`config.mk`:
```
export PLATFORM = sky130hd
export DESIGN_NAME = gate_motion_controller
export DESIGN_NICKNAME = d
export VERILOG_FILES = /design/src/sv/gmc_pkg.sv /design/src/sv/gmc_div.sv /design/src/sv/gmc_dp.sv /design/src/sv/gmc_ctrl.sv /design/src/sv/gate_motion_controller.sv
export SDC_FILE = /design/constraint.sdc
export NUM_CORES = 1
export LEC_CHECK = 0
export BUFFER_PORTS_ARGS = -buffer_cell sky130_fd_sc_hd__clkbuf_2
export CAP_MARGIN = 25
export CORE_UTILIZATION = 35
export CTS_BUF_LIST = sky130_fd_sc_hd__clkbuf_8
export CTS_CLUSTER_SIZE = 30
export DETAILED_ROUTE_END_ITERATION = 7
export PLACE_DENSITY = 0.51
export SETUP_SLACK_MARGIN = 0.2
export SLEW_MARGIN = 25
export SYNTH_ARGS = -nofsm -noshare
export SYNTH_HDL_FRONTEND = slang
export SYNTH_SLANG_ARGS = --single-unit
```
`constraint.sdc`:
```
create_clock -name clk -period 12 [get_ports clk]
set_clock_uncertainty 0.1 [all_clocks]
set_input_delay 0 -clock clk [delete_from_list [all_inputs] [get_ports clk]]
set_output_delay 0 -clock clk [all_outputs]
set_load 0.05 [all_outputs]
```
`src/sv/gmc_pkg.sv`:
```
// gmc_pkg: shared types and constants of the gate motion controller.
// Used by gmc_div, gmc_dp, gmc_ctrl and gate_motion_controller.
`timescale 1ns / 1ps

package gmc_pkg;

  localparam int TIME_W    = 32;
  localparam int CFG_W     = 16;
  localparam int CFG_IDX_W = 3;
  localparam int DUTY_W    = 8;
  localparam int MS_W      = 16;
  localparam int DIV_W     = DUTY_W + MS_W;
  localparam int DIV_CNT_W = $clog2(DIV_W + 1);

  typedef enum logic [1:0] {
    ST_IDLE    = 2'd0,
    ST_UP      = 2'd1,
    ST_DOWN    = 2'd2,
    ST_TRIPPED = 2'd3
  } motion_state_t;

  localparam logic [2:0] CMD_NONE     = 3'd0;
  localparam logic [2:0] CMD_RESET    = 3'd1;
  localparam logic [2:0] CMD_STOP     = 3'd2;
  localparam logic [2:0] CMD_JOG_UP   = 3'd3;
  localparam logic [2:0] CMD_JOG_DOWN = 3'd4;
  localparam logic [2:0] CMD_OPEN     = 3'd5;
  localparam logic [2:0] CMD_CLOSE    = 3'd6;

  localparam logic [1:0] TONE_NONE   = 2'd0;
  localparam logic [1:0] TONE_TICK   = 2'd1;
  localparam logic [1:0] TONE_ARRIVE = 2'd2;
  localparam logic [1:0] TONE_PINCH  = 2'd3;

  localparam logic [CFG_IDX_W-1:0] CFG_SOFT_START  = 3'd0;
  localparam logic [CFG_IDX_W-1:0] CFG_DUTY_START  = 3'd1;
  localparam logic [CFG_IDX_W-1:0] CFG_DUTY_RUN    = 3'd2;
  localparam logic [CFG_IDX_W-1:0] CFG_TIMED_TRAVEL = 3'd3;
  localparam logic [CFG_IDX_W-1:0] CFG_DEADMAN     = 3'd4;
  localparam logic [CFG_IDX_W-1:0] CFG_JOG_MAX     = 3'd5;

  typedef enum logic [2:0] {
    S_IDLE,
    S_CMD,
    S_CTRL,
    S_RAMP,
    S_DIV,
    S_OUT
  } ctrl_state_t;

  typedef struct packed {
    logic load_in;
    logic do_cmd;
    logic do_ctrl;
    logic div_start;
    logic set_duty;
    logic load_out;
  } dp_cmd_t;

  typedef struct packed {
    logic ramp;
    logic div_done;
  } dp_stat_t;

endpackage

```
`src/sv/gmc_div.sv`:
```
// gmc_div: restoring divider, one quotient bit per cycle.
// Depends on gmc_pkg for widths.
`timescale 1ns / 1ps

module gmc_div
  import gmc_pkg::*;
(
  input  logic              clk,
  input  logic              rst_n,
  input  logic              start,
  input  logic [DIV_W-1:0]  dividend,
  input  logic [MS_W-1:0]   divisor,
  output logic [DIV_W-1:0]  quotient,
  output logic              done
);

  logic [DIV_W-1:0]     quo_r, quo_nxt;
  logic [MS_W-1:0]      rem_r, rem_nxt;
  logic [DIV_CNT_W-1:0] cnt_r, cnt_nxt;
  logic                 busy_r, busy_nxt;
  logic                 done_r, done_nxt;
  logic [MS_W:0]        trial;
  logic [MS_W:0]        diff;
  logic                 fits;

  assign trial = {rem_r, quo_r[DIV_W-1]};
  assign fits  = trial >= {1'b0, divisor};
  assign diff  = trial - {1'b0, divisor};

  always_comb begin
    quo_nxt  = quo_r;
    rem_nxt  = rem_r;
    cnt_nxt  = cnt_r;
    busy_nxt = busy_r;
    done_nxt = 1'b0;
    if (start) begin
      quo_nxt  = dividend;
      rem_nxt  = '0;
      cnt_nxt  = DIV_CNT_W'(DIV_W);
      busy_nxt = 1'b1;
    end else if (busy_r) begin
      rem_nxt = fits ? diff[MS_W-1:0] : trial[MS_W-1:0];
      quo_nxt = {quo_r[DIV_W-2:0], fits};
      cnt_nxt = cnt_r - 1'b1;
      if (cnt_r == DIV_CNT_W'(1)) begin
        busy_nxt = 1'b0;
        done_nxt = 1'b1;
      end
    end
  end

  always_ff @(posedge clk) begin
    if (!rst_n) begin
      busy_r <= 1'b0;
      done_r <= 1'b0;
      cnt_r  <= '0;
    end else begin
      busy_r <= busy_nxt;
      done_r <= done_nxt;
      cnt_r  <= cnt_nxt;
    end
    quo_r <= quo_nxt;
    rem_r <= rem_nxt;
  end

  assign quotient = quo_r;
  assign done     = done_r;

endmodule

```
`src/sv/gmc_dp.sv`:
```
// gmc_dp: configuration registers, gate state, command and control step, duty ramp.
// Depends on gmc_pkg and gmc_div; driven by gmc_ctrl through dp_cmd_t.
`timescale 1ns / 1ps

module gmc_dp
  import gmc_pkg::*;
(
  input  logic                 clk,
  input  logic                 rst_n,
  input  logic                 cfg_we,
  input  logic [CFG_IDX_W-1:0] cfg_index,
  input  logic [CFG_W-1:0]     cfg_data,
  input  logic [2:0]           in_command,
  input  logic                 in_limit_up,
  input  logic                 in_limit_down,
  input  logic [TIME_W-1:0]    in_now_ms,
  input  dp_cmd_t              cmd,
  output dp_stat_t             stat,
  output logic [1:0]           out_gate_state,
  output logic                 out_motor_cut,
  output logic                 out_motor_brake,
  output logic [1:0]           out_drive_dir,
  output logic [DUTY_W-1:0]    out_drive_duty,
  output logic [1:0]           out_beep,
  output logic                 out_beep_stop,
  output logic                 out_locked_out
);

  // configuration
  logic [MS_W-1:0]   soft_start_r, travel_r, deadman_r, jog_max_r;
  logic [DUTY_W-1:0] duty_start_r, run_duty_r;

  // latched input word
  logic [2:0]        cmd_r;
  logic              up_r, down_r;
  logic [TIME_W-1:0] now_r;

  // gate state
  motion_state_t     dir_r, dir_nxt;
  logic              timed_r, timed_nxt;
  logic [TIME_W-1:0] start_r, start_nxt;
  logic [TIME_W-1:0] ka_r, ka_nxt;
  logic              seen_r, seen_nxt;
  logic              lock_r, lock_nxt;

  // per-word results
  logic              cut_r, cut_nxt;
  logic              brake_r, brake_nxt;
  logic [1:0]        beep_r, beep_nxt;
  logic              bstop_r, bstop_nxt;
  logic [1:0]        ddir_r, ddir_nxt;
  logic [DUTY_W-1:0] duty_r, duty_nxt;
  logic              ramp_r, ramp_nxt;
  logic              fall_r, fall_nxt;
  logic [DUTY_W-1:0] delta_r, delta_nxt;
  logic [MS_W-1:0]   ms_r, ms_nxt;

  // output register
  logic [1:0]        o_state_r, o_ddir_r, o_beep_r;
  logic              o_cut_r, o_brake_r, o_bstop_r, o_lock_r;
  logic [DUTY_W-1:0] o_duty_r;

  logic [TIME_W-1:0] ms_full;
  logic [TIME_W-1:0] ka_diff;
  logic              moving;
  logic              hit;
  logic [DIV_W-1:0]  prod;
  logic [DIV_W-1:0]  quotient;
  logic              div_done;

  assign moving  = (dir_r == ST_UP) || (dir_r == ST_DOWN);
  assign ms_full = now_r - start_r;
  assign ka_diff = now_r - ka_r;
  assign hit     = (dir_r == ST_UP) ? up_r : down_r;
  assign prod    = {{MS_W{1'b0}}, delta_r} * {{DUTY_W{1'b0}}, ms_r};

  gmc_div u_div (
    .clk      (clk),
    .rst_n    (rst_n),
    .start    (cmd.div_start),
    .dividend (prod),
    .divisor  (soft_start_r),
    .quotient (quotient),
    .done     (div_done)
  );

  always_comb begin
    motion_state_t tdir;
    logic          ttimed;
    logic          done;
    dir_nxt   = dir_r;
    timed_nxt = timed_r;
    start_nxt = start_r;
    ka_nxt    = ka_r;
    seen_nxt  = seen_r;
    lock_nxt  = lock_r;
    cut_nxt   = cut_r;
    brake_nxt = brake_r;
    beep_nxt  = beep_r;
    bstop_nxt = bstop_r;
    ddir_nxt  = ddir_r;
    duty_nxt  = duty_r;
    ramp_nxt  = ramp_r;
    fall_nxt  = fall_r;
    delta_nxt = delta_r;
    ms_nxt    = ms_r;
    tdir      = (cmd_r == CMD_JOG_UP || cmd_r == CMD_OPEN) ? ST_UP : ST_DOWN;
    ttimed    = (cmd_r == CMD_OPEN || cmd_r == CMD_CLOSE);
    done      = 1'b0;

    if (cmd.do_cmd) begin
      cut_nxt   = 1'b0;
      brake_nxt = 1'b0;
      beep_nxt  = TONE_NONE;
      bstop_nxt = 1'b0;
      case (cmd_r)
        CMD_RESET: begin
          bstop_nxt = 1'b1;
          cut_nxt   = 1'b1;
          dir_nxt   = ST_IDLE;
        end
        CMD_STOP: begin
          lock_nxt = 1'b0;
          if (moving) begin
            brake_nxt = 1'b1;
            dir_nxt   = ST_IDLE;
          end
        end
        CMD_JOG_UP, CMD_JOG_DOWN, CMD_OPEN, CMD_CLOSE: begin
          if (dir_r != ST_TRIPPED) begin
            if (lock_r && (cmd_r inside {CMD_JOG_UP, CMD_JOG_DOWN})) begin
              ka_nxt = now_r;
            end else if (dir_r == tdir) begin
              ka_nxt = now_r;
              if (!ttimed) timed_nxt = 1'b0;
            end else begin
              if (moving) cut_nxt = 1'b1;
              timed_nxt = ttimed;
              start_nxt = now_r;
              ka_nxt    = now_r;
              seen_nxt  = (tdir == ST_UP) ? up_r : down_r;
              beep_nxt  = TONE_TICK;
              dir_nxt   = tdir;
            end
          end
        end
        default: ;
      endcase
    end else if (cmd.do_ctrl) begin
      if (lock_r && ka_diff > {{(TIME_W-MS_W){1'b0}}, deadman_r}) lock_nxt = 1'b0;
      ddir_nxt  = ST_IDLE;
      duty_nxt  = '0;
      ramp_nxt  = 1'b0;
      fall_nxt  = run_duty_r < duty_start_r;
      delta_nxt = (run_duty_r >= duty_start_r) ? run_duty_r - duty_start_r
                                               : duty_start_r - run_duty_r;
      ms_nxt    = ms_full[MS_W-1:0];
      if (moving) begin
        if (hit && !seen_r) begin
          brake_nxt = 1'b1;
          dir_nxt   = ST_IDLE;
          beep_nxt  = TONE_ARRIVE;
          done      = 1'b1;
        end else begin
          seen_nxt = hit;
          if (timed_r) begin
            if (ms_full >= {{(TIME_W-MS_W){1'b0}}, travel_r}) begin
              brake_nxt = 1'b1;
              dir_nxt   = ST_IDLE;
              done      = 1'b1;
            end
          end else if (ka_diff > {{(TIME_W-MS_W){1'b0}}, deadman_r}) begin
            brake_nxt = 1'b1;
            dir_nxt   = ST_IDLE;
            done      = 1'b1;
          end else if (ms_full >= {{(TIME_W-MS_W){1'b0}}, jog_max_r}) begin
            lock_nxt  = 1'b1;
            brake_nxt = 1'b1;
            dir_nxt   = ST_IDLE;
            beep_nxt  = TONE_PINCH;
            done      = 1'b1;
          end
        end
        if (!done) begin
          ddir_nxt = dir_r;
          if (ms_full < {{(TIME_W-MS_W){1'b0}}, soft_start_r}) begin
            ramp_nxt = 1'b1;
            duty_nxt = duty_start_r;
          end else begin
            duty_nxt = run_duty_r;
          end
        end
      end
    end else if (cmd.set_duty) begin
      duty_nxt = fall_r ? duty_start_r - quotient[DUTY_W-1:0]
                        : duty_start_r + quotient[DUTY_W-1:0];
    end
  end

  always_ff @(posedge clk) begin
    if (!rst_n) begin
      soft_start_r <= 16'd300;
      duty_start_r <= 8'd40;
      run_duty_r   <= 8'd100;
      travel_r     <= 16'd3000;
      deadman_r    <= 16'd300;
      jog_max_r    <= 16'd8000;
      dir_r        <= ST_IDLE;
      timed_r      <= 1'b0;
      start_r      <= '0;
      ka_r         <= '0;
      seen_r       <= 1'b0;
      lock_r       <= 1'b0;
    end else begin
      if (cfg_we) begin
        case (cfg_index)
          CFG_SOFT_START:   soft_start_r <= cfg_data;
          CFG_DUTY_START:   duty_start_r <= cfg_data[DUTY_W-1:0];
          CFG_DUTY_RUN:     run_duty_r   <= cfg_data[DUTY_W-1:0];
          CFG_TIMED_TRAVEL: travel_r     <= cfg_data;
          CFG_DEADMAN:      deadman_r    <= cfg_data;
          CFG_JOG_MAX:      jog_max_r    <= cfg_data;
          default: ;
        endcase
      end
      dir_r   <= dir_nxt;
      timed_r <= timed_nxt;
      start_r <= start_nxt;
      ka_r    <= ka_nxt;
      seen_r  <= seen_nxt;
      lock_r  <= lock_nxt;
    end
  end

  always_ff @(posedge clk) begin
    if (cmd.load_in) begin
      cmd_r  <= in_command;
      up_r   <= in_limit_up;
      down_r <= in_limit_down;
      now_r  <= in_now_ms;
    end
    cut_r   <= cut_nxt;
    brake_r <= brake_nxt;
    beep_r  <= beep_nxt;
    bstop_r <= bstop_nxt;
    ddir_r  <= ddir_nxt;
    duty_r  <= duty_nxt;
    ramp_r  <= ramp_nxt;
    fall_r  <= fall_nxt;
    delta_r <= delta_nxt;
    ms_r    <= ms_nxt;
    if (cmd.load_out) begin
      o_state_r <= dir_r;
      o_cut_r   <= cut_r;
      o_brake_r <= brake_r;
      o_ddir_r  <= ddir_r;
      o_duty_r  <= duty_r;
      o_beep_r  <= beep_r;
      o_bstop_r <= bstop_r;
      o_lock_r  <= lock_r;
    end
  end

  assign stat.ramp     = ramp_r;
  assign stat.div_done = div_done;

  assign out_gate_state  = o_state_r;
  assign out_motor_cut   = o_cut_r;
  assign out_motor_brake = o_brake_r;
  assign out_drive_dir   = o_ddir_r;
  assign out_drive_duty  = o_duty_r;
  assign out_beep        = o_beep_r;
  assign out_beep_stop   = o_bstop_r;
  assign out_locked_out  = o_lock_r;

endmodule

```
`src/sv/gmc_ctrl.sv`:
```
// gmc_ctrl: sequencer for one word: command, control step, ramp divide, output.
// Depends on gmc_pkg; drives gmc_dp through dp_cmd_t.
`timescale 1ns / 1ps

module gmc_ctrl
  import gmc_pkg::*;
(
  input  logic     clk,
  input  logic     rst_n,
  input  logic     in_valid,
  output logic     in_ready,
  output logic     out_valid,
  input  logic     out_ready,
  input  dp_stat_t stat,
  output dp_cmd_t  cmd
);

  ctrl_state_t state_r, state_nxt;
  logic        out_valid_r, out_valid_nxt;
  logic        out_free;

  assign out_free = !out_valid_r || out_ready;

  always_comb begin
    state_nxt = state_r;
    case (state_r)
      S_IDLE: if (in_valid) state_nxt = S_CMD;
      S_CMD:  state_nxt = S_CTRL;
      S_CTRL: state_nxt = S_RAMP;
      S_RAMP: state_nxt = stat.ramp ? S_DIV : S_OUT;
      S_DIV:  if (stat.div_done) state_nxt = S_OUT;
      S_OUT:  if (out_free) state_nxt = S_IDLE;
      default: state_nxt = S_IDLE;
    endcase
  end

  always_comb begin
    cmd      = '0;
    in_ready = 1'b0;
    case (state_r)
      S_IDLE: begin
        in_ready    = 1'b1;
        cmd.load_in = in_valid;
      end
      S_CMD:  cmd.do_cmd    = 1'b1;
      S_CTRL: cmd.do_ctrl   = 1'b1;
      S_RAMP: cmd.div_start = stat.ramp;
      S_DIV:  cmd.set_duty  = stat.div_done;
      S_OUT:  cmd.load_out  = out_free;
      default: ;
    endcase
  end

  always_comb begin
    out_valid_nxt = out_valid_r;
    if (cmd.load_out) out_valid_nxt = 1'b1;
    else if (out_ready) out_valid_nxt = 1'b0;
  end

  always_ff @(posedge clk) begin
    if (!rst_n) begin
      state_r     <= S_IDLE;
      out_valid_r <= 1'b0;
    end else begin
      state_r     <= state_nxt;
      out_valid_r <= out_valid_nxt;
    end
  end

  assign out_valid = out_valid_r;

endmodule

```
`src/sv/gate_motion_controller.sv`:
```
// gate_motion_controller: top level of the barrier motor controller.
// Depends on gmc_pkg, gmc_ctrl and gmc_dp (which holds gmc_div).
//
//   channel  handshake            payload
//   in       in_valid/in_ready    in_command, in_limit_up, in_limit_down, in_now_ms
//   out      out_valid/out_ready  out_gate_state .. out_locked_out (one word per input)
//   cfg      cfg_we               cfg_index, cfg_data (no wait, no read-back)
//
// An accepted word passes the command, control and ramp steps, then a divide step when the
// drive is in soft start (the ramp duty comes from a 24-step restoring divider), then output.
// Reset is synchronous; only configuration, gate state and control registers are reset.
// A waiting result stalls only the load of the next result, not its acceptance.
`timescale 1ns / 1ps

module gate_motion_controller
  import gmc_pkg::*;
(
  input  logic                 clk,
  input  logic                 rst_n,
  input  logic                 cfg_we,
  input  logic [CFG_IDX_W-1:0] cfg_index,
  input  logic [CFG_W-1:0]     cfg_data,
  input  logic                 in_valid,
  output logic                 in_ready,
  input  logic [2:0]           in_command,
  input  logic                 in_limit_up,
  input  logic                 in_limit_down,
  input  logic [TIME_W-1:0]    in_now_ms,
  output logic                 out_valid,
  input  logic                 out_ready,
  output logic [1:0]           out_gate_state,
  output logic                 out_motor_cut,
  output logic                 out_motor_brake,
  output logic [1:0]           out_drive_dir,
  output logic [DUTY_W-1:0]    out_drive_duty,
  output logic [1:0]           out_beep,
  output logic                 out_beep_stop,
  output logic                 out_locked_out
);

  dp_cmd_t  cmd;
  dp_stat_t stat;

  gmc_ctrl u_ctrl (
    .clk       (clk),
    .rst_n     (rst_n),
    .in_valid  (in_valid),
    .in_ready  (in_ready),
    .out_valid (out_valid),
    .out_ready (out_ready),
    .stat      (stat),
    .cmd       (cmd)
  );

  gmc_dp u_dp (
    .clk             (clk),
    .rst_n           (rst_n),
    .cfg_we          (cfg_we),
    .cfg_index       (cfg_index),
    .cfg_data        (cfg_data),
    .in_command      (in_command),
    .in_limit_up     (in_limit_up),
    .in_limit_down   (in_limit_down),
    .in_now_ms       (in_now_ms),
    .cmd             (cmd),
    .stat            (stat),
    .out_gate_state  (out_gate_state),
    .out_motor_cut   (out_motor_cut),
    .out_motor_brake (out_motor_brake),
    .out_drive_dir   (out_drive_dir),
    .out_drive_duty  (out_drive_duty),
    .out_beep        (out_beep),
    .out_beep_stop   (out_beep_stop),
    .out_locked_out  (out_locked_out)
  );

endmodule

```
## After elaboration in Yosys (flattened, before gate mapping)

Index checks and enable logic that the tools add are counted.

- Add/subtract/negate cells: 8
- Multipliers: 1
- Divide/modulo/power cells: 0
- Magnitude comparators: 7
- Equality and inequality tests: 40
- Shifts and indexed selects: 0
- Multiplexer cells: 100
- Bitwise operators: 6
- Reductions and logical operators: 40

Operators by type and width:

| kind | number |
|---|---|
| >= comparator 32 x 16 -> 1 bit | 2 |
| subtractor 32 bit | 2 |
| two-way mux 1 bit | 59 |
| two-way mux 8 bit | 7 |
| two-way mux 24 bit | 2 |
| two-way mux 2 bit | 23 |
| greater-than comparator 32 x 16 -> 1 bit | 1 |
| < comparator 32 x 16 -> 1 bit | 1 |
| multiplier 8 x 16 -> 24 bit | 1 |
| subtractor 8 bit | 3 |
| == test 3 bit (second input constant) | 7 |
| == test 3 x 2 -> 1 bit (second input constant) | 6 |
| case mux 3 bit (6 select lines) | 1 |
| AND reduction 2 bit | 9 |
| >= comparator 17 x 16 -> 1 bit | 1 |
| two-way mux 16 bit | 1 |
| subtractor 16 bit | 1 |
| AND reduction 5 bit | 3 |
| != test 2 x 1 -> 1 bit (second input constant) | 6 |
| != test 2 bit (second input constant) | 6 |
| != test 3 bit (second input constant) | 4 |
| nonzero test 2 bit | 6 |
| two-way mux 5 bit | 2 |
| == test 3 x 1 -> 1 bit (second input constant) | 3 |
| other kinds (28) | 45 |

- Register bits after elaboration: 296
- Bits in latches: 0
- Memory bits (writable): 0
- ROM bits: 0
- Input port bits: 61
- Logic and storage cells: 244
- Memories: 0

## Depth between registers and ports, before layout

Gate-level depths: netlist of the first run.

- Word-level depth: 12
- Depth in mapped cells: 23
- Mapped depth without buffers: 23

## Hierarchy

From an unflattened synthesis of the first run, not the netlist that was laid out.

- Cell total of the unflattened synthesis: 2,554
- Area total of the unflattened synthesis: 22,343.9 sq um

Modules (own cells, without submodules):

| module | instances | cells an instance | area each (sq um) |
|---|---|---|---|
| gmc_dp | 1 | 2,231 | 19,213.4 |
| gmc_div | 1 | 289 | 2,852.7 |
| gmc_ctrl | 1 | 34 | 277.8 |

## Worst setup path after synthesis of the first run

OpenSTA, ideal clock, no wires.

- Path kind: register to register
- Start: register u_dp.delta_r[4]
- End: register u_dp.u_div.quo_r[23], in the netlist u_dp.u_div.quotient[23] (data pin)
- Library setup time: 267 ps
- Arrival: 5,324 ps
- Required time: 11,633 ps
- Path slack: 6,309 ps
- Stages on the path, launching flop included: 20
- Buffers on the path: 1
- Clock period less this slack: 5,691 ps
- Path through: edfxtp_1 clkbuf_1 and2_1 fa_1 inv_1 fa_1 fa_1 fa_1 inv_1 ha_1 or3_1 o31ai_1 o21ai_0 nor4_1 nor3_1 a211o_1 o41a_1 a31oi_1 xnor2_1 o21ai_0

- Word-level cells in the longest chain between the ends: 2

RTL lines:

| item | line | text |
|---|---|---|
| from (decl) | gmc_dp.sv:55 | `logic [DUTY_W-1:0] delta_r, delta_nxt;` |
| from (signal assigned) | gmc_dp.sv:250 | `delta_r <= delta_nxt;` |
| multiplier 8 x 16 -> 24 bit | gmc_dp.sv:75 | `assign prod = {{MS_W{1'b0}}, delta_r} * {{DUTY_W{1'b0}}, ms_r};` |
| two-way mux 24 bit | gmc_div.sv:36 | `if (start) begin` |
| via u_dp.u_div.quo_nxt[23] | gmc_div.sv:17 | `logic [DIV_W-1:0] quo_r, quo_nxt;` |
| to (signal assigned) | gmc_div.sv:62 | `quo_r <= quo_nxt;` |
| to (decl) | gmc_div.sv:17 |  |

The timed path passes the listed nets, and every way through them passes these cells.
A chain may end at the register's enable or synchronous reset.

## Final worst setup path of the first run

- Start: register u_dp.now_r[6]
- End: register u_dp.beep_r[1], enable pin

- Word-level cells in the longest chain between the ends: 4
- Elaborated cells on any way between the ends: 7
- Classes of those cells: 2 x add/sub; 2 x order compare; 1 x eq/ne; 2 x reduce/logical

RTL lines:

| item | line | text |
|---|---|---|
| from (decl) | gmc_dp.sv:36 | `logic [TIME_W-1:0] now_r;` |
| from (signal assigned) | gmc_dp.sv:240 | `now_r <= in_now_ms;` |
| subtractor 32 bit (on tied branches) | gmc_dp.sv:73, gmc_dp.sv:72 |  |
| greater-than comparator 32 x 16 -> 1 bit or >= comparator 32 x 16 -> 1 bit (tied branches) | gmc_dp.sv:172, gmc_dp.sv:176 |  |
| != test 3 bit (no source line) or nonzero test 3 bit (tied branches) | - |  |
| AND reduction 5 bit (no source line) * | - |  |
| to (signal assigned) | gmc_dp.sv:244 | `beep_r <= beep_nxt;` |
| to (decl) | gmc_dp.sv:49 | `logic [1:0] beep_r, beep_nxt;` |

Every way passes the cells marked *; elsewhere a longest branch is shown, timed or not.

==> reports/results.ini, run 1 <==
[status]
outcome = finished, final reports clean

[worst_setup_path]
critPathMaxFanout = 6
cp.required_ns = 12.23
rr_endpoint = u_dp.beep_r[1]$_DFFE_PP_
worstSetupStartpointType = flip-flop
cp_top_family = simple AND/OR/NAND/NOR gates
cp.depth = 21
crit_end = u_dp.beep_r[1]$_DFFE_PP_
critPathKind = reg2reg
timing.rr.start = u_dp.now_r[6]$_DFFE_PP_
path_cells = ha_1 -> o211ai_1 -> a21boi_0 -> o211ai_1 -> a211oi_1 -> nor2_1 -> o21ai_0 -> xor2_1 -> ha_1 -> nand4_1 -> or4_1 -> a21oi_1 -> a211oi_1 -> a21oi_1 -> nor3_1 -> o2111ai_1 -> nor4b_1 -> nand2b_1 -> or4b_1 -> nor3_1 -> o22a_1
rr_worst_depth = 21
crit_arrival_ns = 6.64
startpoint = u_dp.now_r[6]$_DFFE_PP_
r2r_slack_ns = 5.59
critPathSlowestCell = nor4b_1
critPathCaptureType = flip-flop
slowest_delay_ns = 0.75
path_buf_inv = 0

[power_and_ir_drop]
combinationalPowerShare_pct = 44.4
p_sw_share_pct = 38.8
ir_worst_vdd_mv = 0.0786
pwr-share-clk_pct = 24.9
power.internal_w = 0.00240
p_sw_w = 0.00152
leakage_nw = 10.4
seqPwrFrac_pct = 30.7
powerDensity_nw_per_um2 = 156

[floorplanning]
die_area_um2 = 63200
coreArea_um2 = 61600
floorplan.initialDensity_pct = 35.4
die_h_um = 251
rows = 91
die_w_um = 251
ios = 81

[synth]
syn_area_per_cell_um2 = 8.72
synth_edf_count = 120
netlist_instances = 2496
ys_seq_elements = 296
synth_cell_types = 82
synth_top_cell_area_share_pct = 16.5
yosysMostFrequentCell = nand2_1
yosysSeqAreaShare_pct = 32.7
synth_area_leaders = edfxtp_1 17%, dfxtp_1 16%, ha_1 12%, fa_1 8.3%, nand2_1 6.4%
syn_nets = 2859
synth.cell_area_um2 = 21800
yosys.area.top_type = edfxtp_1
ys_warn_count = 0
synthTopCellsByCount = 369 x nand2_1, 275 x inv_1, 226 x a21oi_1, 212 x ha_1, 176 x dfxtp_1
ys_async_sr_fraction_pct = 0
ys.flop_type = dfxtp_1

[drt]
via_per_inst = 5.06
remaining_drc_errors = 0
ant_nets = 0
first_iter_violations = 1078
wire_per_inst_um = 16.9
firstDrtPassIters = 6
drt_wl_total_um = 59700
vias = 17900

[grt]
grt_usage_pct = 18.8
grt_pass1_wl_um = 95000
grt_max_degree = 91
grt_pass1_vias = 17900
antenna_found_initial = 1
grt.overflow.total = 0

[worst_hold_path]
min_path_type = in2reg

[timing]
fin_crit_ns = 6.41
worst_slew_pin_slew_ns = 1.04
finalCritPeriodShare_pct = 53.4
maxSlewHeadroom_pct = 30.6
fmaxAchievable_ghz = 0.156
maxSlewViolCount = 0
finalSetupViolCount = 0
timing.setup.tns_ns = 0
finalHoldViolCount = 0
rsz0062_at_grt = no
hold_slack_ns = 0.0565

[placed_design]
io_buffers = 80
globalplace.congestion = 0.899
dpl.hpwl_um = 44900
post_dp_cell_area_um2 = 23000
dp_cells = 3341

[cells_and_area]
final_cell_area_um2 = 25100
drive_gt1_share_pct = 7.47
nets = 3023
instances_no_fill = 3544
syn_to_final_growth_pct = 15.2

[cts]
htree_levels = 2
cts_inserted_buffers = 55
cts_post_setup_buffers_inserted = 0
cts.path.max_buffers = 3
clk_latency_ns = 0.67
clock-root-buffer = clkbuf_8
cts_tree = done
clock_sinks = 296
clk_pin_slew_ns = 0.06

[job]
max_cap_violations = 0

[cell families (layout without fill, tap and decap cells)]
group	Yosys count	in the layout	synth area share, %
fa+ha+maj	302	302	20.5
compound gates	582	582	16.7
mux	68	68	3.14
xor+xnor	92	92	3.70
flops	296	296	32.7
simple gates	793	793	17.0
buf+inv	363	572	6.34
other cells	0	2	0
[registers in the layout (all words and copies together) (netlist names), 5 cells and up]
signal,count
u_dp.start_r,32
u_dp.travel_r,16
u_dp.jog_max_r,16
u_dp.delta_r,8
u_dp.now_r,32
u_dp.u_div.quotient,24
u_dp.out_drive_duty,8
u_dp.ms_r,16
u_dp.duty_r,8
u_dp.u_div.rem_r,16
u_dp.soft_start_r,16
u_dp.deadman_r,16
u_dp.u_div.cnt_r,5
u_dp.ka_r,32
u_dp.run_duty_r,8
u_dp.duty_start_r,8
[how the worst min path moves through the flow]
stage / from / endpoint / cells after the start
finish: cfg_we / u_dp.jog_max_r[3]$_SDFFE_PN0P_ / 4
floorplan: in_command[0] / u_dp.cmd_r[0]$_DFFE_PP_ / 0
CTS: cfg_we / u_dp.jog_max_r[2]$_SDFFE_PN0P_ / 4
detailed placement: in_now_ms[15] / u_dp.now_r[15]$_DFFE_PP_ / 1
global placement: in_now_ms[29] / u_dp.now_r[29]$_DFFE_PP_ / 1
global route: cfg_we / u_dp.jog_max_r[5]$_SDFFE_PN0P_ / 4
[per-stage QoR]
stage / utilization (%) / total power, W / setup WS [ns]
6_report: 40.7 / 0.00392 / 5.59
3_3_place_gp: 37.4 / 0.00291 / 5.74
5_1_grt: 40.7 / 0.00425 / 5.23
3_5_place_dp: 37.4 / 0.00294 / 5.68
2_1_floorplan: - / 0.00253 / 6.31
4_1_cts: 40.7 / 0.00398 / 5.65
[placed cells by master (no fill, tap or decap), types with 9 or more instances in the layout]
cell type and n:
clkinv_2 10, nor2_1 140, o21ai_0 113, clkinv_1 11
mux2i_1 65, or3_1 11, inv_1 292, nand2_1 369
o211ai_1 43, buf_4 14, xor2_1 33, clkbuf_8 59
xnor2_1 59, fa_1 90, nand4_1 29, and2_1 81
a21o_1 45, o21bai_1 11, nor3_1 26, nand2b_1 29
dlygate4sd3_1 99, o31ai_1 9, and3_1 12, a211oi_1 21
a21oi_1 226, nor2b_1 25, dfxtp_1 176, nand3_1 26
ha_1 212, o21a_1 27, clkbuf_2 80, edfxtp_1 120
[power groups by stage]
stage | registers (W) | logic, W | clock network [W]
after CTS | 0.00120 | 0.00175 | 0.00102
final | 0.00120 | 0.00174 | 0.000978
after floorplan | 0.00119 | 0.00134 | 0
after detailed placement | 0.00122 | 0.00172 | 0
after global routing | 0.00121 | 0.00198 | 0.00106
after global placement | 0.00122 | 0.00169 | 0
[per-layer routing]
metal | GRT usage, % | vias to the layer above | share of wire (%)
met5 | 0 | - | 0
met4 | 6.03 | 0 | 2.5
met2 | 32.7 | 381 | 48
met1 | 24.2 | 8549 | 45
li1 | - | 8912 | -
met3 | 2.34 | 95 | 4.0
[area by class of cell]
class	count	area, µm²
Fill cell	6151	36500
Multi-Input combinational cell	1837	13300
Sequential cell	296	7130
Timing Repair Buffer	193	1500
Tap cell	837	1050
Inverter	277	1040
Clock buffer	59	812
Clock inverter	43	267
Antenna cell	2	5.00
[worst min-delay path, delay by kind of cell]
family                 cells  cell delay (ns)
and+or+nand+nor            2             0.52
buffers and inverters      1             0.13
AOI/OAI and AO/OA          1             0.12
[what timing repair did]
item                      in CTS  in global routing
hold endpoints to repair     126                  0
hold buffers                  99                  0
resized for setup              0                  0
Note: power is estimated with default switching activity, not from simulation.
==> inputs of run 2 (changes only) <==
- clock period: 12 -> 6.48 ns (I/O delays scaled with it)
==> run 2 against run 1 <==
Effect of this change: design area increased by 1.0%; hold slack better by 0.058 ns; highest routed layer unchanged; die area did not move; first-iteration DRC count decreased by 14%; flip-flop and latch count is the same; sequential power rose by 85%; critical path type unchanged; clock power is 97% higher; power grew 90%.
==> reports/results.ini, run 2 (same netlist as run 1, synthesis figures left out) <==
[grt]
antenna_found_initial = 1  ; unchanged
grt_usage_pct = 18.6  ; was 18.8%
grt_pass1_vias = 17700  ; was 17900
grt_max_degree = 91  ; unchanged
grt_pass1_wl_um = 94200  ; was 95000 µm
grt.overflow.total = 0  ; unchanged

[placed_design]
io_buffers = 80  ; unchanged
dpl.hpwl_um = 44800  ; was 44900 µm
dp_cells = 3350  ; was 3341
globalplace.congestion = 0.899  ; about the same

[cts]
cts.path.max_buffers = 3  ; unchanged
clk_latency_ns = 0.66  ; was 0.67 ns
clock_sinks = 296  ; unchanged
htree_levels = 2  ; unchanged
clk_pin_slew_ns = 0.06  ; about the same
cts_inserted_buffers = 57  ; was 55
cts_tree = done  ; unchanged
clock-root-buffer = clkbuf_8  ; unchanged

[cells_and_area]
fillers = 6147  ; was 6151
largestRegisters = u_dp.ka_r (32), u_dp.now_r (32), u_dp.start_r (32)  ; unchanged
instances_no_fill = 3567  ; was 3544
nets = 3043  ; was 3023
postLayoutCoreUtil_pct = 41.2  ; was 40.7%
syn_to_final_growth_pct = 16.4  ; was 15.2%
drive_gt1_share_pct = 8.28  ; was 7.47%
most-common-layout-cells = 369 x nand2_1, 291 x inv_1, 226 x a21oi_1  ; was 369 x nand2_1, 292 x inv_1, 226 x a21oi_1
final_common_cell = nand2_1  ; unchanged

[timing]
fmaxAchievable_ghz = 0.170  ; was 0.156 GHz
finalHoldViolCount = 0  ; unchanged
finalCritPeriodShare_pct = 90.7  ; was 53.4%
timing.setup.tns_ns = 0  ; unchanged
maxSlewViolCount = 0  ; unchanged
maxSlewHeadroom_pct = 30.4  ; was 30.6%
finalSetupViolCount = 0  ; unchanged
worst_slew_pin_slew_ns = 1.04  ; about the same
fin_crit_ns = 5.87  ; was 6.41 ns
rsz0062_at_grt = no  ; unchanged

[power_and_ir_drop]
powerDensity_nw_per_um2 = 293  ; was 156 nW/µm²
ir_worst_vdd_mv = 0.165  ; was 0.0786 mV
leakage_nw = 10.5  ; was 10.4 nW

[floorplanning]
die_h_um = 251  ; unchanged
coreArea_um2 = 61600  ; unchanged
ios = 81  ; unchanged
die_area_um2 = 63200  ; unchanged
rows = 91  ; unchanged
floorplan.initialDensity_pct = 35.4  ; unchanged
die_w_um = 251  ; unchanged

[drt]
ant_nets = 0  ; unchanged
wire_per_inst_um = 16.6  ; was 16.9 µm
via_per_inst = 5.04  ; was 5.06
drt_wl_total_um = 59300  ; was 59700 µm
vias = 18000  ; was 17900
first_iter_violations = 924  ; was 1078
firstDrtPassIters = 5  ; was 6
remaining_drc_errors = 0  ; unchanged

[worst_setup_path]
worstSetupStartpointType = flip-flop  ; unchanged
crit_top_cell = fa_1
cp_top_family = adder cells  ; was simple AND/OR/NAND/NOR gates
critPathCaptureType = flip-flop  ; unchanged
path_buf_inv = 2  ; was 0
cp.required_ns = 6.76  ; was 12.23 ns
critPathSlowestCell = fa_1  ; was nor4b_1
slowest_delay_ns = 0.56  ; was 0.75 ns
critPathMaxFanout = 8  ; was 6
critPathKind = reg2reg  ; unchanged
path_cells = and2_1 -> fa_1 -> inv_1 -> fa_1 -> fa_1 -> fa_1 -> inv_1 -> ha_1 -> or3_1 -> o31ai_1 -> o21ai_0 -> nor4_2 -> nor3_1 -> a211o_1 -> o41a_1 -> a31oi_1 -> xnor2_1 -> o21ai_0  ; was ha_1 -> o211ai_1 -> a21boi_0 -> o211ai_1 -> a211oi_1 -> nor2_1 -> o21ai_0 -> xor2_1 -> ha_1 -> nand4_1 -> or4_1 -> a21oi_1 -> a211oi_1 -> a21oi_1 -> nor3_1 -> o2111ai_1 -> nor4b_1 -> nand2b_1 -> or4b_1 -> nor3_1 -> o22a_1
crit_arrival_ns = 6.15  ; was 6.64 ns

[worst_hold_path]
min_path_type = in2reg  ; unchanged

[job]
max_cap_violations = 0  ; unchanged

[status]
outcome = finished, final reports clean  ; unchanged

-- run 2: changes by cell type in the layout (fill, tap and decap cells not counted) --
| cell | previous run | this run |
|---|---|---|
| nor4_2 | 1 | 2 |
| nor4_1 | 5 | 4 |
| clkbuf_8 | 59 | 65 |
| nor4b_2 | 0 | 1 |
| inv_1 | 292 | 291 |
| bufinv_16 | 3 | 4 |
| clkinv_4 | 1 | 0 |
| buf_4 | 14 | 30 |
| inv_8 | 0 | 1 |
| nor4b_1 | 6 | 5 |
| dlygate4sd3_1 | 99 | 101 |
| clkinv_2 | 10 | 9 |
-- run 2: worst paths after layout --
kind	from	endpoint	slack [ns]	cells past startpoint
hold / removal	cfg_data[8]	u_dp.soft_start_r[8]$_SDFFE_PN1P_	0.11	4
hold reg to reg	u_dp.brake_r$_SDFFCE_PN1P_	u_dp.out_motor_brake$_DFFE_PP_	0.32	0
setup reg to reg	u_dp.ms_r[2]$_DFFE_PP_	u_dp.u_div.quotient[23]$_DFFE_PP_	0.61	18
setup / recovery	u_dp.ms_r[2]$_DFFE_PP_	u_dp.u_div.quotient[23]$_DFFE_PP_	0.61	18
-- run 2: routing by layer --
layer	part of all wire (%)	global-route usage, %	vias to the layer above
met2	48	32.4	325
met1	45	23.8	8602
li1	-	-	8964
met5	0	0	-
met3	3.5	2.23	96
met4	2.8	6.39	0
-- run 2: cell type report --
class,instances,area [µm²],share of cell area (%)
multi-input combinational,1837,13300,52.5
sequential,296,7130,28.1
timing repair buffer,211,1640,6.45
tap,837,1050,4.13
inverter,277,1040,4.11
clock buffer,65,895,3.53
clock inverter,42,290,1.14
antenna,2,5.00,0.0197
-- run 2: worst min-delay path: cells and delay by family --
family                 cells  cell delay (ns)
buffers and inverters      2             0.68
AO/OA/AOI/OAI              1             0.08
AND/OR/NAND/NOR            1             0.07
-- run 2: through the flow --
step | area, µm² | hold slack [ns] | setup WS [ns] | power, W
floorplan | 21800 | -0.00113 | 0.789 | 0.00468
global placement | 23100 | 0.0781 | 0.442 | 0.00543
detailed placement | 23100 | 0.0786 | 0.390 | 0.00549
CTS | 25300 | 0.0712 | 0.382 | 0.00753
global route | 25400 | 0.113 | 0.278 | 0.00806
finish | 25400 | 0.115 | 0.606 | 0.00743
-- run 2: timing repair --
item	CTS	global route
hold buffers	101	0
endpoints found under the setup margin	0	3
endpoints found under the hold margin	126	0
setup buffers	0	7
gates resized for setup	0	2
-- run 2: power by group --
part / internal (W) / switching, W / total [W] / leakage (nW)
Clock: 0.00108 / 0.000855 / 0.00193 / 0.671
Combinational: 0.00143 / 0.00185 / 0.00328 / 7.31
Sequential: 0.00210 / 0.000123 / 0.00222 / 2.54
